## src/hdl/wavhdp_pkg.sv

```systemverilog
// Shared types and constants of the WAV header duration parser.
// Used by the front parser, the job queue and the divide back end.
`timescale 1ns / 1ps

package wavhdp_pkg;

	localparam int unsigned RIFF_HDR_LEN = 12;
	localparam int unsigned FMT_BODY_LEN = 16;
	localparam logic [31:0] TAG_FMT      = 32'h666D_7420;
	localparam logic [31:0] TAG_DATA     = 32'h6461_7461;
	localparam logic [30:0] DUR_MAX      = 31'h7FFF_FFFF;

	// Dividend 2*len + align*rate fits 49 bits; one quotient bit per step.
	localparam int unsigned DIV_W        = 49;
	localparam int unsigned DEN_W        = 48;

	// Parse phases of the front end.
	localparam logic [2:0] PH_SKIP_RIFF = 3'd0;
	localparam logic [2:0] PH_HDR_FMT   = 3'd1;
	localparam logic [2:0] PH_SKIP_FMT  = 3'd2;
	localparam logic [2:0] PH_FMT_BODY  = 3'd3;
	localparam logic [2:0] PH_FMT_EXTRA = 3'd4;
	localparam logic [2:0] PH_HDR_DATA  = 3'd5;
	localparam logic [2:0] PH_SKIP_DATA = 3'd6;
	localparam logic [2:0] PH_DONE      = 3'd7;

	typedef struct packed {
		logic        ok;
		logic [31:0] rate;
		logic [15:0] align;
		logic [31:0] length;
	} job_t;

endpackage

```

## src/hdl/wav_header_duration_parser_unit.sv

```systemverilog
// WAV header duration parser, top level: front parser, job queue, divide back end.
// Throughput: one byte beat per cycle; in_ready drops only while the job queue is full.
// Path from the last byte beat to an ok result: queue, multiply, prepare, 49 divide steps,
// output; a failed file goes from queue to output. Back end pops a new file only when idle.
// Reset: arst_n clears parse state, queue and output valid asynchronously.
`timescale 1ns / 1ps

module wav_header_duration_parser_unit (
	input  logic        clk,
	input  logic        arst_n,
	input  logic        in_valid,
	output logic        in_ready,
	input  logic [7:0]  data_byte,
	input  logic        last_byte,
	output logic        out_valid,
	input  logic        out_ready,
	output logic [30:0] duration_sec,
	output logic        status
);

	logic             q_full;
	logic             push;
	logic             pop;
	logic             not_empty;
	wavhdp_pkg::job_t push_job;
	wavhdp_pkg::job_t pop_job;

	wavhdp_front u_front (
		.clk       (clk),
		.arst_n    (arst_n),
		.in_valid  (in_valid),
		.in_ready  (in_ready),
		.data_byte (data_byte),
		.last_byte (last_byte),
		.q_full    (q_full),
		.push      (push),
		.push_job  (push_job)
	);

	wavhdp_queue u_queue (
		.clk       (clk),
		.arst_n    (arst_n),
		.push      (push),
		.push_job  (push_job),
		.full      (q_full),
		.pop       (pop),
		.not_empty (not_empty),
		.pop_job   (pop_job)
	);

	wavhdp_back u_back (
		.clk          (clk),
		.arst_n       (arst_n),
		.not_empty    (not_empty),
		.pop_job      (pop_job),
		.pop          (pop),
		.out_valid    (out_valid),
		.out_ready    (out_ready),
		.duration_sec (duration_sec),
		.status       (status)
	);

endmodule

```

## src/hdl/wavhdp_front.sv

```systemverilog
// Byte-level chunk walker: skips RIFF header, finds fmt and data chunks.
// Emits one job per file on the last byte. Depends on wavhdp_pkg.
`timescale 1ns / 1ps

module wavhdp_front (
	input  logic               clk,
	input  logic               arst_n,
	input  logic               in_valid,
	output logic               in_ready,
	input  logic [7:0]         data_byte,
	input  logic               last_byte,
	input  logic               q_full,
	output logic               push,
	output wavhdp_pkg::job_t   push_job
);

	logic [2:0]  phase_q, phase_n;
	logic [31:0] left_q, left_n;
	logic [3:0]  idx_q, idx_n;
	logic [31:0] tag_q, tag_n;
	logic [31:0] len_q, len_n;
	logic [31:0] rate_q, rate_n;
	logic [15:0] align_q, align_n;
	logic [31:0] pay_q, pay_n;
	logic [2:0]  hdr_i;
	logic        hdr_done;
	logic        accept;

	assign in_ready = !q_full;
	assign accept   = in_valid && in_ready;
	assign hdr_i    = idx_q[2:0];

	always_comb begin
		phase_n  = phase_q;
		left_n   = left_q;
		idx_n    = idx_q;
		tag_n    = tag_q;
		len_n    = len_q;
		rate_n   = rate_q;
		align_n  = align_q;
		pay_n    = pay_q;
		hdr_done = 1'b0;

		// Collect chunk header bytes: tag big-endian, length little-endian.
		if (phase_q == wavhdp_pkg::PH_HDR_FMT || phase_q == wavhdp_pkg::PH_HDR_DATA) begin
			unique case (hdr_i) inside
				3'd0, 3'd1, 3'd2, 3'd3: tag_n = {tag_q[23:0], data_byte};
				3'd4: len_n = {24'd0, data_byte};
				3'd5: len_n[15:8]  = len_q[15:8] | data_byte;
				3'd6: len_n[23:16] = len_q[23:16] | data_byte;
				3'd7: len_n[31:24] = len_q[31:24] | data_byte;
				default: ;
			endcase
			if (hdr_i == 3'd7) begin
				idx_n    = 4'd0;
				hdr_done = 1'b1;
			end else begin
				idx_n = {1'b0, hdr_i + 3'd1};
			end
		end

		unique case (phase_q) inside
			wavhdp_pkg::PH_SKIP_RIFF,
			wavhdp_pkg::PH_SKIP_FMT,
			wavhdp_pkg::PH_FMT_EXTRA,
			wavhdp_pkg::PH_SKIP_DATA: begin
				if (left_q <= 32'd1) begin
					left_n = 32'd0;
					if (phase_q == wavhdp_pkg::PH_SKIP_RIFF
						|| phase_q == wavhdp_pkg::PH_SKIP_FMT) begin
						phase_n = wavhdp_pkg::PH_HDR_FMT;
					end else begin
						phase_n = wavhdp_pkg::PH_HDR_DATA;
					end
				end else begin
					left_n = left_q - 32'd1;
				end
			end
			wavhdp_pkg::PH_HDR_FMT: begin
				if (hdr_done) begin
					if (tag_n == wavhdp_pkg::TAG_FMT) begin
						phase_n = wavhdp_pkg::PH_FMT_BODY;
					end else if (len_n == 32'd0) begin
						phase_n = wavhdp_pkg::PH_HDR_FMT;
					end else begin
						left_n  = len_n;
						phase_n = wavhdp_pkg::PH_SKIP_FMT;
					end
				end
			end
			wavhdp_pkg::PH_FMT_BODY: begin
				unique case (idx_q)
					4'd4:  rate_n = {24'd0, data_byte};
					4'd5:  rate_n[15:8]  = rate_q[15:8] | data_byte;
					4'd6:  rate_n[23:16] = rate_q[23:16] | data_byte;
					4'd7:  rate_n[31:24] = rate_q[31:24] | data_byte;
					4'd12: align_n = {8'd0, data_byte};
					4'd13: align_n[15:8] = align_q[15:8] | data_byte;
					default: ;
				endcase
				if (idx_q == 4'd15) begin
					idx_n = 4'd0;
					if (len_q > 32'(wavhdp_pkg::FMT_BODY_LEN)) begin
						left_n  = len_q - 32'(wavhdp_pkg::FMT_BODY_LEN);
						phase_n = wavhdp_pkg::PH_FMT_EXTRA;
					end else begin
						phase_n = wavhdp_pkg::PH_HDR_DATA;
					end
				end else begin
					idx_n = idx_q + 4'd1;
				end
			end
			wavhdp_pkg::PH_HDR_DATA: begin
				if (hdr_done) begin
					if (tag_n == wavhdp_pkg::TAG_DATA) begin
						pay_n   = len_n;
						phase_n = wavhdp_pkg::PH_DONE;
					end else if (len_n == 32'd0) begin
						phase_n = wavhdp_pkg::PH_HDR_DATA;
					end else begin
						left_n  = len_n;
						phase_n = wavhdp_pkg::PH_SKIP_DATA;
					end
				end
			end
			wavhdp_pkg::PH_DONE: ;
			default: ;
		endcase
	end

	assign push            = accept && last_byte;
	assign push_job.ok     = (phase_n == wavhdp_pkg::PH_DONE) && (rate_n != 32'd0)
		&& (align_n != 16'd0) && (pay_n != 32'd0);
	assign push_job.rate   = rate_n;
	assign push_job.align  = align_n;
	assign push_job.length = pay_n;

	always_ff @(posedge clk or negedge arst_n) begin
		if (!arst_n) begin
			phase_q <= wavhdp_pkg::PH_SKIP_RIFF;
			left_q  <= 32'(wavhdp_pkg::RIFF_HDR_LEN);
			idx_q   <= 4'd0;
			tag_q   <= 32'd0;
			len_q   <= 32'd0;
			rate_q  <= 32'd0;
			align_q <= 16'd0;
			pay_q   <= 32'd0;
		end else if (accept) begin
			if (last_byte) begin
				// Start a new file after the last beat.
				phase_q <= wavhdp_pkg::PH_SKIP_RIFF;
				left_q  <= 32'(wavhdp_pkg::RIFF_HDR_LEN);
				idx_q   <= 4'd0;
				tag_q   <= 32'd0;
				len_q   <= 32'd0;
				rate_q  <= 32'd0;
				align_q <= 16'd0;
				pay_q   <= 32'd0;
			end else begin
				phase_q <= phase_n;
				left_q  <= left_n;
				idx_q   <= idx_n;
				tag_q   <= tag_n;
				len_q   <= len_n;
				rate_q  <= rate_n;
				align_q <= align_n;
				pay_q   <= pay_n;
			end
		end
	end

endmodule

```

## src/hdl/wavhdp_queue.sv

```systemverilog
// Two-entry job queue between the parser front end and the divide back end.
// Depends on wavhdp_pkg for the job type.
`timescale 1ns / 1ps

module wavhdp_queue (
	input  logic               clk,
	input  logic               arst_n,
	input  logic               push,
	input  wavhdp_pkg::job_t   push_job,
	output logic               full,
	input  logic               pop,
	output logic               not_empty,
	output wavhdp_pkg::job_t   pop_job
);

	wavhdp_pkg::job_t mem_q [2];
	logic             wr_ptr_q;
	logic             rd_ptr_q;
	logic [1:0]       cnt_q;

	assign full      = (cnt_q == 2'd2);
	assign not_empty = (cnt_q != 2'd0);
	assign pop_job   = mem_q[rd_ptr_q];

	always_ff @(posedge clk) begin
		if (push) begin
			mem_q[wr_ptr_q] <= push_job;
		end
	end

	always_ff @(posedge clk or negedge arst_n) begin
		if (!arst_n) begin
			wr_ptr_q <= 1'b0;
			rd_ptr_q <= 1'b0;
			cnt_q    <= 2'd0;
		end else begin
			if (push) begin
				wr_ptr_q <= !wr_ptr_q;
			end
			if (pop) begin
				rd_ptr_q <= !rd_ptr_q;
			end
			if (push && !pop) begin
				cnt_q <= cnt_q + 2'd1;
			end else if (pop && !push) begin
				cnt_q <= cnt_q - 2'd1;
			end
		end
	end

endmodule

```

## src/hdl/wavhdp_back.sv

```systemverilog
// Duration back end: multiply align by rate, then restoring divide of
// 2*len + den by 2*den, one quotient bit per cycle. Depends on wavhdp_pkg.
`timescale 1ns / 1ps

module wavhdp_back (
	input  logic               clk,
	input  logic               arst_n,
	input  logic               not_empty,
	input  wavhdp_pkg::job_t   pop_job,
	output logic               pop,
	output logic               out_valid,
	input  logic               out_ready,
	output logic [30:0]        duration_sec,
	output logic               status
);

	localparam logic [2:0] ST_IDLE = 3'd0;
	localparam logic [2:0] ST_MUL  = 3'd1;
	localparam logic [2:0] ST_PREP = 3'd2;
	localparam logic [2:0] ST_DIV  = 3'd3;
	localparam logic [2:0] ST_OUT  = 3'd4;
	localparam int unsigned CNT_W  = $clog2(wavhdp_pkg::DIV_W);

	logic [2:0]                     state_q;
	logic [31:0]                    rate_q;
	logic [15:0]                    align_q;
	logic [31:0]                    len_q;
	logic [wavhdp_pkg::DEN_W-1:0]   den_q;
	logic [wavhdp_pkg::DIV_W-1:0]   num_q;
	logic [wavhdp_pkg::DIV_W-1:0]   rem_q;
	logic [CNT_W-1:0]               cnt_q;
	logic [30:0]                    dur_q;
	logic                           status_q;
	logic [wavhdp_pkg::DIV_W:0]     trial;
	logic [wavhdp_pkg::DIV_W:0]     divisor;
	logic [wavhdp_pkg::DIV_W:0]     diff;
	logic                           ge;
	logic [wavhdp_pkg::DIV_W-1:0]   quot_n;

	assign pop          = (state_q == ST_IDLE) && not_empty;
	assign out_valid    = (state_q == ST_OUT);
	assign duration_sec = dur_q;
	assign status       = status_q;

	assign trial   = {rem_q, num_q[wavhdp_pkg::DIV_W-1]};
	assign divisor = {1'b0, den_q, 1'b0};
	assign ge      = (trial >= divisor);
	assign diff    = trial - divisor;
	assign quot_n  = {num_q[wavhdp_pkg::DIV_W-2:0], ge};

	always_ff @(posedge clk) begin
		unique case (state_q)
			ST_IDLE: begin
				rate_q  <= pop_job.rate;
				align_q <= pop_job.align;
				len_q   <= pop_job.length;
			end
			ST_MUL: den_q <= {32'd0, align_q} * {16'd0, rate_q};
			ST_PREP: begin
				num_q <= {16'd0, len_q, 1'b0} + {1'b0, den_q};
				rem_q <= '0;
			end
			ST_DIV: begin
				// Shift the dividend out and the quotient bit in.
				num_q <= quot_n;
				rem_q <= ge ? diff[wavhdp_pkg::DIV_W-1:0] : trial[wavhdp_pkg::DIV_W-1:0];
			end
			ST_OUT: ;
			default: ;
		endcase
	end

	always_ff @(posedge clk or negedge arst_n) begin
		if (!arst_n) begin
			state_q  <= ST_IDLE;
			cnt_q    <= '0;
			dur_q    <= 31'd0;
			status_q <= 1'b0;
		end else begin
			unique case (state_q)
				ST_IDLE: begin
					if (not_empty) begin
						if (pop_job.ok) begin
							state_q <= ST_MUL;
						end else begin
							dur_q    <= 31'd0;
							status_q <= 1'b1;
							state_q  <= ST_OUT;
						end
					end
				end
				ST_MUL: state_q <= ST_PREP;
				ST_PREP: begin
					cnt_q   <= '0;
					state_q <= ST_DIV;
				end
				ST_DIV: begin
					if (cnt_q == CNT_W'(wavhdp_pkg::DIV_W - 1)) begin
						// Saturate the quotient.
						if (quot_n[wavhdp_pkg::DIV_W-1:31] != '0) begin
							dur_q <= wavhdp_pkg::DUR_MAX;
						end else begin
							dur_q <= quot_n[30:0];
						end
						status_q <= 1'b0;
						state_q  <= ST_OUT;
					end else begin
						cnt_q <= cnt_q + CNT_W'(1);
					end
				end
				ST_OUT: begin
					if (out_ready) begin
						state_q <= ST_IDLE;
					end
				end
				default: state_q <= ST_IDLE;
			endcase
		end
	end

endmodule

```

## config.mk

```make
export PLATFORM = sky130hd
export DESIGN_NAME = wav_header_duration_parser_unit
export DESIGN_NICKNAME = d
export VERILOG_FILES = /design/src/hdl/wavhdp_pkg.sv /design/src/hdl/wav_header_duration_parser_unit.sv /design/src/hdl/wavhdp_front.sv /design/src/hdl/wavhdp_queue.sv /design/src/hdl/wavhdp_back.sv
export SDC_FILE = /design/constraint.sdc
export NUM_CORES = 2
export LEC_CHECK = 0
export ABC_CLOCK_PERIOD_IN_PS = 11220
export BUFFER_PORTS_ARGS = -buffer_cell sky130_fd_sc_hd__buf_2
export CORE_MARGIN = 2
export CORE_UTILIZATION = 40
export CTS_BUF_LIST = sky130_fd_sc_hd__clkbuf_16
export CTS_CLUSTER_DIAMETER = 60
export DETAILED_ROUTE_END_ITERATION = 7
export PLACE_DENSITY = 0.66
export SETUP_SLACK_MARGIN = 0.3
export SLEW_MARGIN = 20
export SYNTH_ARGS = -nofsm -noshare
export SYNTH_HDL_FRONTEND = slang
export SYNTH_SLANG_ARGS = --single-unit
```

## constraint.sdc

```tcl
create_clock -name clk -period 11.22 [get_ports clk]
set_clock_uncertainty 0.1 [all_clocks]
set_input_delay 1.683 -clock clk [delete_from_list [all_inputs] [get_ports clk]]
set_output_delay 1.683 -clock clk [all_outputs]
set_load 0.1 [all_outputs]
```

# Word-level counts from Yosys, hierarchy flattened
# Memories as Yosys holds them, arrays and structs flattened.
# Cells that the tools add are included.
# Widths: inputs -> output; s select.
[totals]
ff_bits = 454
latchBits = 0
ramBits = 162
rom_bits = 0
in_bits = 13
output_inout_bits = 34
wordCells = 193
n_memories = 1
[op_classes]
n_addsub = 9
multipliers = 1
n_div = 0
n_lt_le_gt_ge = 3
n_eq_ne = 40
shifts = 0
mux = 75
n_bitwise = 7
n_reduce_logical = 36
[mem_list]
columns = ["name", "depth", "width", "rd", "rd_ports_with_merged_regs", "write_ports", "line", "text"]
rows = [
  ["u_queue.mem_q", 2, 81, 1, 0, 1, "wavhdp_queue.sv:16", "wavhdp_pkg::job_t mem_q [2];"],
]
[op_table]
columns = ["operator", "count"]
rows = [
  ["$mux 32", 20],
  ["$pmux 49 s2", 2],
  ["$pmux 32 s4", 1],
  ["$mux 31", 4],
  ["$pmux 8 s2", 7],
  ["$eq 32x31->1 const B", 2],
  ["$reduce_bool 32->1", 2],
  ["$pmux 31 s2", 1],
  ["$or 8x8->8", 7],
  ["$ge 50x49->1", 1],
  ["$add 33x48->49", 1],
  ["$mux 49", 1],
  ["$sub 49x49->49", 1],
  ["$mul 16x32->48", 1],
  ["$mux 3", 13],
  ["$gt 32x5->1 const B", 1],
  ["$le 32x1->1 const B", 1],
  ["$logic_not 32->1", 1],
  ["$mux 16", 2],
  ["$sub 32x1->32 const B", 1],
  ["$sub 32x5->32 const B", 1],
  ["$eq 3x3->1 const B", 9],
  ["$mux 8", 3],
  ["$eq 3x2->1 const B", 6],
  ["36 further kinds", 82],
]

# Logic depth before layout (Yosys ltp)
[depth]
word_depth = 12
depth_mapped = 25
depth_no_buf = 24

# Cells and area by module
# A second synthesis with hierarchy kept.
[hier_totals]
cells_unflattened = 4827
area_unflattened_um2 = 48481.5
[by_module_without_submodules]
columns = ["mod", "n_inst", "cells_each", "area_each_um2", "seq_area_each_um2"]
rows = [
  ["wavhdp_back", 1, 3294, 31026.0, 7812.5],
  ["wavhdp_front", 1, 1265, 11021.8, 4581.9],
  ["wavhdp_queue", 1, 268, 6433.7, 4964.8],
]

# Least setup slack after synthesis
# No wires, ideal clock.
[synth_timing]
path_kind = "reg-to-reg"
startpoint = "register u_back.state_q[0]"
endpoint = "register u_back.dur_q[16] (netlist: u_back.duration_sec[16])"
setup_time_ns = 0.121
arrival_time_ns = 7.732
t_required_ns = 10.999
path_slack_ns = 3.267
stages_incl_launch_ff = 9
n_path_buf = 3
period_less_slack_ns = 7.953
path_cell_list = "dfrtp_1 clkbuf_1 nor3_1 nand2_1 or2_2 clkbuf_1 clkbuf_1 a21oi_1 nor2_1"
[synth_between]
elab_chain_len = 3
elab_cells_between_ends = 8
cone_classes = "eq/ne (4); mux (1); reduce/logical (3)"
[synth_lines]
columns = ["element", "line", "text"]
rows = [
  ["from (decl)", "wavhdp_back.sv:24", "logic [2:0] state_q;"],
  ["from (signal assigned)", "wavhdp_back.sv:75", "state_q <= ST_IDLE;"],
  ["from (signal assigned)", "wavhdp_back.sv:84", "state_q <= ST_MUL;"],
  ["from (signal assigned)", "wavhdp_back.sv:88", "state_q <= ST_OUT;"],
  ["$eq 3x2->1 or $logic_not 3->1 (tied branches)", "wavhdp_back.sv:80", "unique case (state_q)"],
  ["$ne 2x1->1 (no line) (tied with other cells)", "--", ""],
  ["$reduce_and 4->1 (no line)", "--", ""],
  ["to (signal assigned)", "wavhdp_back.sv:101", "dur_q <= wavhdp_pkg::DUR_MAX;"],
  ["to (signal assigned)", "wavhdp_back.sv:103", "dur_q <= quot_n[30:0];"],
  ["to (decl)", "wavhdp_back.sv:32", "logic [30:0] dur_q;"],
]
# Several ways; a longest one is shown, not always the timed one.
# A chain may end at the register's enable or synchronous reset.

# Worst setup path in the final report
[layout_timing]
startpoint = "register u_back.align_q[5]"
endpoint = "register u_back.den_q[47] (netlist name), data pin"
[layout_between]
elab_chain_len = 1
[layout_lines]
columns = ["element", "line", "text"]
rows = [
  ["from (decl)", "wavhdp_back.sv:26", "logic [15:0] align_q;"],
  ["from (signal assigned)", "wavhdp_back.sv:55", "align_q <= pop_job.align;"],
  ["$mul 16x32->48", "wavhdp_back.sv:58", "ST_MUL: den_q <= {32'd0, align_q} * {16'd0, rate_q};"],
  ["to (signal assigned)", "wavhdp_back.sv:58", ""],
  ["to (decl)", "wavhdp_back.sv:28", "logic [wavhdp_pkg::DEN_W-1:0] den_q;"],
]
# Every way passes these cells.

==> Flow_metrics.wiki <==
{| class="wikitable"
! Metric !! Value
|-
| Die Outline Area || 0.121 mm²
|-
| Post-layout nets || 5352
|-
| Net count of the mapped netlist || 5450
|-
| Worst Hold Margin || 0.390 ns
|-
| Die outline height || 348 µm
|-
| Initial core utilization || 40.2%
|-
| Number of setup buffers added after CTS || 0
|-
| Number of enable flip-flop cells after synthesis || 388
|-
| Reg2Reg Launch Point || u_back.align_q[5]
|-
| Number of global-route vias before repair || about 36000
|-
| Remaining number of nets flagged by the antenna check after routing || 0
|-
| Endpoints failing hold || 0
|-
| Cell-by-cell listing of the critical path || and2_1, fa_1, inv_1, fa_1, fa_1, inv_1, fa_1, fa_1, inv_1, fa_1, inv_1, ha_1, a21o_1, a31oi_1, o22ai_1, a211o_1, a221oi_1, a21oi_1, nor4_1, o31ai_1, a21oi_1, xnor2_1
|-
| Placer congestion estimate || 0.944
|-
| Via-to-Cell Ratio || roughly 5.6
|-
| Count of endpoints failing setup in the final report || 0
|-
| Placement-stage cell area || 0.0489 mm²
|-
| Clock buffer count from CTS || 73
|-
| Sink of the worst hold path || u_front.align_q[4]
|-
| Setup slack, reg-to-reg || 3.64 ns
|-
| Startpoint of the lowest-slack hold path || u_front.align_q[4]
|-
| Root Driver || sky130_fd_sc_hd__clkbuf_16
|-
| Total Neg Setup Slack || 0 ns
|-
| Remaining design rule violation count || 0
|-
| Hold Crit Class || reg2reg
|-
| Crit path max-delay family || adder cells
|-
| R2r endpoint || u_back.den_q[47]
|-
| Clock Pin Slew Worst Setup and Hold Paths || roughly 0.060 ns
|-
| Worst Path Arrival || 7.85 ns
|-
| Part of the cycle the worst path needs || 67.6%
|-
| Count of cells along the worst hold path || 2
|-
| Post-route minimum period || 7.58 ns
|-
| Insertion delay of the later-clocked pin in the worst-skew pair || 0.64 ns
|-
| Post-route cell area || 0.0515 mm²
|-
| Count of unique library cells instantiated by Yosys || 90
|-
| CTS H-tree lvls || 3
|-
| Cell area after synthesis || 0.0474 mm²
|-
| Max clock buf depth || 3
|-
| Commonest register cell after synthesis || sky130_fd_sc_hd__edfxtp_1
|-
| Peak per-stage delay on the critical path || 1.08 ns
|-
| Part of the Yosys area used for sequential elements || 36.6%
|-
| Proportion of layout cells with a drive suffix above 1 || 7.30%
|-
| Setup repair after global routing missed its margin || no
|-
| Total grt overflow || 0
|-
| Most common cell in the synthesized netlist || sky130_fd_sc_hd__nand2_1
|-
| Port Buffer Count || 46
|-
| Die X-Extent || 348 µm
|-
| Cell type with the largest total area after synthesis || sky130_fd_sc_hd__edfxtp_1
|-
| Highest-delay cell along the critical path || sky130_fd_sc_hd__edfxtp_1
|-
| Status || finished clean
|-
| FMAX || approximately 0.13 GHz
|-
| CTS-repair resized insts || 0
|-
| Average wire length per cell after detail routing || around 20 µm
|-
| Synthesized area per cell || 9.86 µm²
|-
| Slew at the pin closest to its max-slew limit || 1.10 ns
|-
| Pre-antenna DRT Iters || 6
|-
| Maximum fanout along the worst path || 32
|-
| Overall routed net length || 128000 µm
|-
| Clock Sink Count || ~600
|-
| Row count || 126
|-
| Total of hold buffers inserted after clock tree synthesis || 0
|-
| Sort of element at the end of the critical path || flip-flop
|-
| Antenna violations before repair || 5
|-
| Area share of the largest cell type after synthesis || 24.6%
|-
| GR Util All Layers || 21.3%
|-
| Fillcell total || 11100
|-
| Syn Inst Count || 4805
|-
| Total number of vias || 35200
|-
| Worst slew margin || 26.5%
|-
| Post-synth top cells || sky130_fd_sc_hd__nand2_1 (600), sky130_fd_sc_hd__inv_1 (543), sky130_fd_sc_hd__fa_1 (420)
|-
| Placed Instances || 6164
|-
| Max-cap violations || 0
|-
| Final std cells w/o fill || 6304
|-
| Number of storage elements in the synthesis netlist || 616
|-
| CTS tree || built
|-
| Detailed Place HPWL || 94000 µm
|-
| Critical path launch point type || flip-flop
|-
| Async set-or-reset flop fraction in the synthesized netlist || 37.0%
|-
| Required time worst endpoint || roughly 11 ns
|-
| Area growth syn-to-layout || 8.75%
|-
| Critical path's most frequent cell || sky130_fd_sc_hd__fa_1
|-
| Pin count of the biggest net entering global routing || about 110
|-
| Cell types with the largest area share after synthesis || sky130_fd_sc_hd__edfxtp_1 (25%), sky130_fd_sc_hd__fa_1 (18%), sky130_fd_sc_hd__dfrtp_1 (12%), sky130_fd_sc_hd__ha_1 (5.6%), sky130_fd_sc_hd__nand2_1 (4.8%)
|-
| Count of buffering cells on the critical path with inverters included || 4
|-
| Warnings, synthesis || 0
|-
| Total count of max-transition violations in the final report || 0
|-
| Category of the critical setup timing path || reg2reg
|-
| Number of placed I/O pins || 47
|-
| Drt first-iter violations || approximately 3400
|-
| Global-route wire length before repair || 204000 µm
|-
| Number of cell instances on the worst register-to-register path || 22
|-
| Core area || about 0.12 mm²
|}
[sequential cells by signal (all words and copies together) (netlist names), 32 cells and up]
register	cells
u_back.rate_q	32
u_back.num_q	49
u_queue.mem_q	162
u_front.left_q	32
u_front.pay_q	32
u_back.den_q	48
u_back.len_q	32
u_front.rate_q	32
u_front.tag_q	32
u_back.rem_q	49
u_front.len_q	32
[worst max-delay path by stage]
| stage | start | to | slack [ns] | cells past startpoint |
|---|---|---|---|---|
| 6_report | u_back.align_q[5] | u_back.den_q[47] | 3.64 | 22 |
| 3_5_place_dp | u_back.align_q[1] | u_back.den_q[47] | 3.56 | 21 |
| 3_3_place_gp | u_back.align_q[1] | u_back.den_q[47] | 3.65 | 21 |
| 2_1_floorplan | u_back.state_q[0] | u_back.duration_sec[16] | 3.27 | 8 |
| 4_1_cts | u_back.align_q[1] | u_back.den_q[47] | 3.56 | 21 |
| 5_1_grt | u_back.align_q[4] | u_back.den_q[47] | 3.18 | 22 |
[layout make-up]
cell class / count / area [µm²] / area share [%]
multi-input cells: 3379 / 27000 / 52.4
flip-flops and latches: 616 / 17400 / 33.7
inverters: 543 / 2040 / 3.96
well taps: 1536 / 1920 / 3.73
clock buffers: 76 / 1900 / 3.69
clock inverters: 58 / 649 / 1.26
repair buffers: 94 / 647 / 1.26
diodes: 2 / 5.00 / 0.00971
[kinds of logic after synthesis]
kind of cell | count (synthesis) | synth area share [%]
multiplexers | 111 | 2.59
flip-flops | 616 | 36.6
AND/OR/NAND/NOR | 1474 | 14.7
AO/OA/AOI/OAI | 1015 | 13.5
XOR/XNOR | 147 | 2.72
buffers and inverters | 810 | 6.51
adder cells (fa/ha/maj) | 632 | 23.3
[cells in the final DEF (no fill, tap or decap), drive strengths merged, types with 19 or more instances in the layout]
cell type | Yosys | routed
o31ai | 20 | 20
ha | 212 | 212
nand4 | 43 | 43
xnor2 | 83 | 83
nand3 | 51 | 51
buf | 35 | 94
a21o | 93 | 93
nand2 | 600 | 600
nor2 | 288 | 288
clkbuf | 232 | 76
o21ai | 258 | 258
clkinv | 0 | 21
a22o | 71 | 71
mux2 | 92 | 92
fa | 420 | 420
nor4 | 43 | 43
a211oi | 26 | 26
edfxtp | 388 | 388
and3 | 20 | 20
nand2b | 23 | 23
a22oi | 58 | 58
and2 | 237 | 237
mux2i | 19 | 19
a21oi | 302 | 302
o21a | 22 | 22
dfrtp | 226 | 226
nor3 | 84 | 84
inv | 543 | 564
a31oi | 27 | 27
xor2 | 64 | 64
[routing by layer]
layer,GRT usage [%],wire (µm),up-vias
met4,6.87,3910,6
met5,0,41,-
met1,29.5,57500,17600
li1,-,-,16200
met3,3.07,7840,238
met2,34.4,59000,1187
[metrics by stage]
| stage | util (%) | setup slack, ns |
|---|---|---|
| floorplan | - | 3.27 |
| global placement | 41.5 | 3.65 |
| detailed placement | 41.5 | 3.56 |
| CTS | 43.7 | 3.56 |
| global route | 43.8 | 3.18 |
| finish | 43.8 | 3.64 |
[tightest hold or removal path, stage by stage (launching register included)]
cell	delay [ns]
sky130_fd_sc_hd__dfrtp_1	0.34
sky130_fd_sc_hd__nand2_1	0.05
sky130_fd_sc_hd__o21ai_0	0.06
Power is not shown: default switching activity piles up to over one toggle a cycle in this logic, so the estimate is an artifact.
